$ cat config.mk
export PLATFORM = sky130hd
export DESIGN_NAME = rhsn_hit
export DESIGN_NICKNAME = d
export VERILOG_FILES = /design/src/hw/rtl/rhsn_pkg.sv /design/src/hw/rtl/rhsn_hit.sv
export SDC_FILE = /design/constraint.sdc
export NUM_CORES = 2
export LEC_CHECK = 0
export ABC_CLOCK_PERIOD_IN_PS = 16800
export BUFFER_PORTS_ARGS = -buffer_cell sky130_fd_sc_hd__buf_2
export CORE_UTILIZATION = 25
export CTS_BUF_LIST = sky130_fd_sc_hd__clkbuf_8
export CTS_CLUSTER_SIZE = 25
export DETAILED_ROUTE_END_ITERATION = 6
export SLEW_MARGIN = 5
export SYNTH_ARGS = -nofsm -noshare
export SYNTH_HDL_FRONTEND = slang
export SYNTH_SLANG_ARGS = --single-unit
$ cat constraint.sdc
create_clock -name aclk -period 16.8 [get_ports aclk]
set_input_delay 2.52 -clock aclk [delete_from_list [all_inputs] [get_ports aclk]]
set_output_delay 2.52 -clock aclk [all_outputs]
set_load 0.005 [all_outputs]
$ cat src/hw/rtl/rhsn_pkg.sv
`timescale 1ns / 1ps
// Shared constants, types and packing helpers for the ray hit surface normal block.
// Depends on nothing; every other file of the block imports it.
package rhsn_pkg;

    localparam int CW     = 21;            // coordinate width, signed Q10.10
    localparam int FRAC   = 10;
    localparam int UNIT   = 1 << FRAC;
    localparam int PKT_W  = 63;            // packed three-coordinate field
    localparam int DIST_W = 21;
    localparam int KIND_W = 2;

    localparam int W_W    = CW + 1;        // hit point minus entity position
    localparam int NV_W   = 32;            // normalizer input component
    localparam int MAG_W  = NV_W;
    localparam int SQ_W   = 64;            // squared length
    localparam int SH_W   = 6;             // even prescale shift, 0 to 60
    localparam int LEN_W  = SQ_W / 2;      // integer square root
    localparam int QB     = FRAC + 1;      // quotient bits, quotient stays below 2048
    localparam int DIV_W  = 45;
    localparam int NO_W   = FRAC + 2;      // unit component in [-1024, 1024]

    localparam int ISQ_STEPS = SQ_W / 2;
    localparam int HIT_LAT   = 3;
    localparam int NORM_LAT  = 5 + ISQ_STEPS + 1 + QB + 1;

    typedef enum logic [KIND_W-1:0] {
        KIND_SPHERE   = 2'd0,
        KIND_PLANE    = 2'd1,
        KIND_CYLINDER = 2'd2,
        KIND_DISK     = 2'd3
    } kind_t;

    typedef logic signed [CW-1:0]   coord_t;
    typedef logic signed [W_W-1:0]  wcomp_t;
    typedef logic signed [NV_W-1:0] ncomp_t;
    typedef logic signed [NO_W-1:0] ucomp_t;
    typedef logic [DIV_W-1:0]       dval_t;
    typedef logic [QB-1:0]          quo_t;

    function automatic coord_t coord_get(input logic [PKT_W-1:0] p, input int i);
        coord_get = p[i*CW +: CW];
    endfunction

    function automatic logic [PKT_W-1:0] coord_pack(input coord_t c0, input coord_t c1,
                                                    input coord_t c2);
        logic [PKT_W-1:0] r;
        r = '0;
        r[0 +: CW]    = c0;
        r[CW +: CW]   = c1;
        r[2*CW +: CW] = c2;
        coord_pack = r;
    endfunction

endpackage

$ cat src/hw/rtl/rhsn_hit.sv
`timescale 1ns / 1ps
// Hit point pipeline: origin plus direction times distance, rounded and saturated,
// and the offset of the hit point from the entity position. Uses rhsn_pkg.
module rhsn_hit (
    input  logic                          aclk,
    input  logic                          en,
    input  rhsn_pkg::coord_t              org [3],
    input  rhsn_pkg::coord_t              dir [3],
    input  rhsn_pkg::coord_t              pos [3],
    input  logic [rhsn_pkg::DIST_W-1:0]   dist_in,
    output rhsn_pkg::coord_t              hit [3],
    output rhsn_pkg::wcomp_t              w [3]
);
    import rhsn_pkg::*;

    localparam int PW = CW + DIST_W + 1;
    localparam logic signed [PW:0] HI_V = (PW+1)'(2**(CW-1) - 1);
    localparam logic signed [PW:0] LO_V = -HI_V - 1;

    logic signed [PW-1:0] prod_reg [3];
    coord_t org_reg [3];
    coord_t pos1_reg [3];
    coord_t pos2_reg [3];
    coord_t sat_reg [3];
    coord_t hit_reg [3];
    wcomp_t w_reg [3];
    coord_t sat_next [3];

    always_comb begin
        logic signed [PW:0] rsum;
        logic signed [PW:0] tot;
        for (int i = 0; i < 3; i++) begin
            rsum = (PW+1)'(prod_reg[i]) + (PW+1)'(UNIT / 2);
            tot  = (rsum >>> FRAC) + (PW+1)'(org_reg[i]);
            if (tot > HI_V) begin
                sat_next[i] = CW'(HI_V);
            end else if (tot < LO_V) begin
                sat_next[i] = CW'(LO_V);
            end else begin
                sat_next[i] = CW'(tot);
            end
        end
    end

    always_ff @(posedge aclk) begin
        if (en) begin
            for (int i = 0; i < 3; i++) begin
                prod_reg[i] <= PW'(dir[i]) * PW'($signed({1'b0, dist_in}));
                org_reg[i]  <= org[i];
                pos1_reg[i] <= pos[i];
                sat_reg[i]  <= sat_next[i];
                pos2_reg[i] <= pos1_reg[i];
                hit_reg[i]  <= sat_reg[i];
                w_reg[i]    <= W_W'(sat_reg[i]) - W_W'(pos2_reg[i]);
            end
        end
    end

    assign hit = hit_reg;
    assign w   = w_reg;

endmodule

# Word-level counts from Yosys, hierarchy flattened
# Memory sizes are Yosys's and may differ from the RTL's.
# Cells that the tools add are included.
[word_totals] reg_bits=129 mem_bits_rw=381 inputBits=212 output_inout_bits=129 n_memories=5
[mem_list] name="prod_reg" depth=3 word_bits=43 read_ports=3 rd_ports_with_merged_regs=0 wr=3 line_no="rhsn_hit.sv:20" text="logic signed [PW-1:0] prod_reg [3];"
[mem_list] name="org_reg" depth=3 word_bits=21 read_ports=3 rd_ports_with_merged_regs=0 wr=3 line_no="rhsn_hit.sv:21" text="coord_t org_reg [3];"
[mem_list] name="pos1_reg" depth=3 word_bits=21 read_ports=3 rd_ports_with_merged_regs=0 wr=3 line_no="rhsn_hit.sv:22" text="coord_t pos1_reg [3];"
[mem_list] name="pos2_reg" depth=3 word_bits=21 read_ports=3 rd_ports_with_merged_regs=0 wr=3 line_no="rhsn_hit.sv:23" text="coord_t pos2_reg [3];"
[mem_list] name="sat_reg" depth=3 word_bits=21 read_ports=3 rd_ports_with_merged_regs=0 wr=3 line_no="rhsn_hit.sv:24" text="coord_t sat_reg [3];"
[classes] addsub=9 multipliers=3 magnitude_cmp=6 muxes=8
[ops] cell="$add A43 B11 Y44 const B" n=3
[ops] cell="$mul A21 B22 Y43" n=3
[ops] cell="$mux W21" n=6
[ops] cell="$add A34 B21 Y35" n=3
[ops] cell="$gt A35 B21 Y1 const B" n=3
[ops] cell="$lt A35 B21 Y1 const B" n=3
[ops] cell="$sub A21 B21 Y22" n=3
[ops] cell="$mux W1" n=2

# Depth between registers and ports, before layout
[logic_depth] word_depth=5 depth_mapped=30 ltp_nobuf=28

# Worst setup path after synthesis
# OpenSTA, ideal clock, no wires.
[synth_path] path_type="input-to-reg" startpoint="input dist_in[9] (netlist bit)" endpoint="memory prod_reg[0][73] (netlist bit) (data pin)" setup_time_ns=0.266 t_arrival_ns=9.308 required_ns=16.534 path_slack_ns=7.226 stages=26 n_path_buf=2 cell_sequence="clkbuf_1 -> clkbuf_1 -> and2_1 -> fa_1 -> fa_1 -> inv_1 -> fa_1 -> inv_1 -> fa_1 -> inv_1 -> fa_1 -> inv_1 -> fa_1 -> inv_1 -> fa_1 -> inv_1 -> ha_1 -> or4_1 -> a2111oi_1 -> o21ai_1 -> o211ai_1 -> nand2_1 -> o41ai_1 -> o21ai_1 -> o41ai_1 -> xnor2_1"
[synth_rtl] item="start, declared" line_no="rhsn_hit.sv:10" text="input logic [rhsn_pkg::DIST_W-1:0] dist_in,"
[synth_rtl] item="end, declared" line_no="rhsn_hit.sv:20"

==> summary.txt <==
Clock network
  • Clock Pin Slew Worst Setup and Hold Paths: 0.06 ns
  • CTS tree: yes
  • Clk sinks: 483
  • Setup Buffers After CTS: 0
  • Clk root buf: clkbuf_8
  • H-Tree Depth: 3
  • CTS max path bufs: 4
  • Hold buffers post-CTS: 0
  • Number of CTS-inserted buffers: 97
  • Worst-Skew Late Latency: 0.88 ns
  • Cts repair resizes: 0

Floorplan
  • Initial Util: 25.2%
  • Die Span X: 524 µm
  • Die Area: 0.275 mm²
  • DIE HEIGHT: 524 µm
  • Site row count: 191
  • # IOs: 341
  • CORE AREA: 0.271 mm²

STA
  • RSZ-0062 raised after global routing: no
  • Fin worst setup slack: 6.48 ns
  • Number of max-slew violations in the final report: 0
  • Max Freq: 96.9 MHz
  • Min cycle time layout: 10.32 ns
  • Setup TNS: 0 ns
  • Worst Tran Pin Value: 1.12 ns
  • Tcrit/Tclk final: 61.4%
  • Max_slew headroom: 25.0%
  • Fin Clk Skew: 0.0595 ns
  • Final Hold Viols: 0
  • Final setup viols: 0

Status
  • Outcome: finished clean

Synth
  • Synth async-reset ratio: 0%
  • Synth Warn #: 0
  • Prevailing post-synth register cell: edfxtp_1
  • Syn_nets: 8931
  • Synth cell types: 72
  • Post-Syn Instances: 6952
  • Mapped Area: 0.0682 mm²
  • Number of synthesized flops with an enable pin: 483
  • Mean Syn Cell Area: 9.82 µm²
  • Sequential cell area fraction in the yosys report: 21.3%
  • Number of synthesized register bits: 483

Setup path
  • Worst EP arrival: 11.05 ns
  • Worst r2r src: prod_reg[0][97]
  • R2r endpoint: sat_reg[0][42]
  • Worst setup SP type: input port
  • Path depth of the worst reg2reg path: 20
  • Flop2flop setup slack: 10.95 ns
  • CP Max Fanout: 40
  • Critical path class: input port to register
  • Critical Path RT: 17.54 ns
  • Critical Path Sink Type: register

Layout
  • Fill cells: 28.5k
  • Finished Cell Area: 0.0756 mm²
  • Commonest non-fill, non-tap cell in the layout: inv_1
  • Layout cells sized above 1: 7.39%
  • Total Nets Final: 9107
  • Max reg flops: 102
  • Most frequent cells in the layout: inv_1, fa_1, nand2_1, ha_1, and2_1
  • Synth-to-Final Area Change: 10.7%

Place
  • DP HPWL: 138000 µm
  • Placed Area: 0.0736 mm²
  • Placer Congestion: 0.859
  • Count of input and output buffers: 340
  • Worst slack at placement: 5.75 ns

Hold path
  • Worst hold start: pos1_reg[0][5]
  • Class of the worst hold path: register to register
  • Hold path cells: 0
  • Hold path endpoint: pos2_reg[0][5]

Global routing
  • Total track usage: 13.3%
  • Gr ovfl total: 0
  • Number of global-route vias before repair: 52.5k
  • Pin count of the biggest net entering global routing: 156
  • First-pass GRT wire length: 289000 µm
  • Initial antenna violation count: 73

Run
  • Max cap viols: 0

Drt
  • # DRC: 0
  • Final wirelength: 181000 µm
  • Drt pass-1 iters: 5
  • Initial drt markers: 2570
  • Post-route antenna net violation count: 0
  • Routed length per instance: 16.8 µm
  • Vias/cell: 4.43
  • DR vias: 47.9k
==> logic make-up (layout without fill, tap and decap cells) <==
logic type / after synthesis / count (layout) / synth area share, %
other: 0 / 30 / 0
xor gates and xnor gates: 313 / 313 / 4.02
AOI/OAI and AO/OA: 637 / 637 / 6.03
buffers and inverters: 1751 / 1994 / 9.65
DFF: 483 / 483 / 21.3
adders and majority gates: 1767 / 1767 / 44.3
and+or+nand+nor: 2001 / 2001 / 14.8
==> worst max-delay path, cell delays in order <==
cell	delay [ns]
buf_2	0.52
buf_4	0.60
and2_1	0.23
fa_1	0.45
fa_1	0.51
inv_1	0.05
fa_1	0.47
inv_1	0.05
fa_1	0.51
inv_1	0.06
fa_1	0.53
inv_1	0.05
fa_1	0.47
inv_1	0.05
fa_1	0.47
inv_1	0.04
ha_1	0.17
or4_1	0.43
a2111oi_1	0.52
o21ai_1	0.36
o211a_1	0.34
a41o_1	0.28
a21oi_1	0.42
o31a_1	0.25
a21oi_1	0.13
or4_1	0.42
nand3_1	0.10
==> Yosys cell counts (all sizes together), types with 4 or more instances <==
master      n  area, µm²
nand2b     54        338
xnor2     218       1910
o211ai     17        128
a211oi     19        153
nor2      192        721
a31o        6       52.6
o21bai     19        143
nand3      80        400
nand2     748       2810
fa       1080      21600
a21o       88        661
nor4        6       37.5
a21boi     21        158
and2      657       4110
or3        14       87.6
ha        687       8600
inv      1452       5450
a211o       6       52.6
nor3       52        260
a21oi     154        778
xor2       95        832
o31a        4       36.3
nor2b      76        475
nand4      40        250
nand4b      5       43.8
o41ai       5       58.8
and4       11       96.3
nor3b       4       30.0
a41o        4       40.0
o31ai      13        103
edfxtp    483      14500
a2111oi     5       45.0
a31oi      18        113
or2        10       62.6
o2111ai     7       61.3
a41oi       7       61.3
a221oi     10        111
o21ai     176        881
buf         5       25.0
o21a       35        263
and3       38        238
clkbuf    294       1110
==> through the flow <==
step | hold WS (ns) | instances | utilization [%]
3_3_place_gp | 0.403 | 10600 | 27.2
4_1_cts | 0.417 | 10800 | 27.9
2_1_floorplan | 0.400 | 6952 | -
5_1_grt | 0.419 | 10800 | 27.9
3_5_place_dp | 0.405 | 10600 | 27.2
6_report | 0.417 | 10800 | 27.9
==> cell type report <==
| cell class | count | area [µm²] | area share, % |
|---|---|---|---|
| inverter | 1452 | 5450 | 7.21 |
| timing repair buffer | 376 | 1990 | 2.64 |
| multi-input combinational | 4718 | 47200 | 62.4 |
| sequential | 483 | 14500 | 19.2 |
| clock buffer | 97 | 1340 | 1.77 |
| clock inverter | 69 | 553 | 0.732 |
| antenna | 30 | 75.1 | 0.0994 |
| tap | 3570 | 4470 | 5.91 |
==> layer usage <==
layer,global-route usage [%],share of wire [%],vias up
met3,2.05,5.5,297
met1,17.0,43,24400
li1,-,-,22000
met4,3.92,2.5,14
met5,0,0.045,-
met2,23.0,49,1198
==> how the worst max path moves through the flow <==
stage                     from                to  slack [ns]  cells past startpoint
floorplan           dist_in[9]   prod_reg[0][73]        7.23                     26
global placement    dist_in[9]  prod_reg[0][127]        5.73                     27
detailed placement  dist_in[9]  prod_reg[0][127]        5.75                     26
CTS                 dist_in[8]   prod_reg[0][85]        6.72                     27
global route        dist_in[8]   prod_reg[0][73]        6.27                     26
finish              dist_in[8]   prod_reg[0][85]        6.48                     27
Power is not shown: default switching activity piles up to over one toggle a cycle in this logic, so the estimate is an artifact.
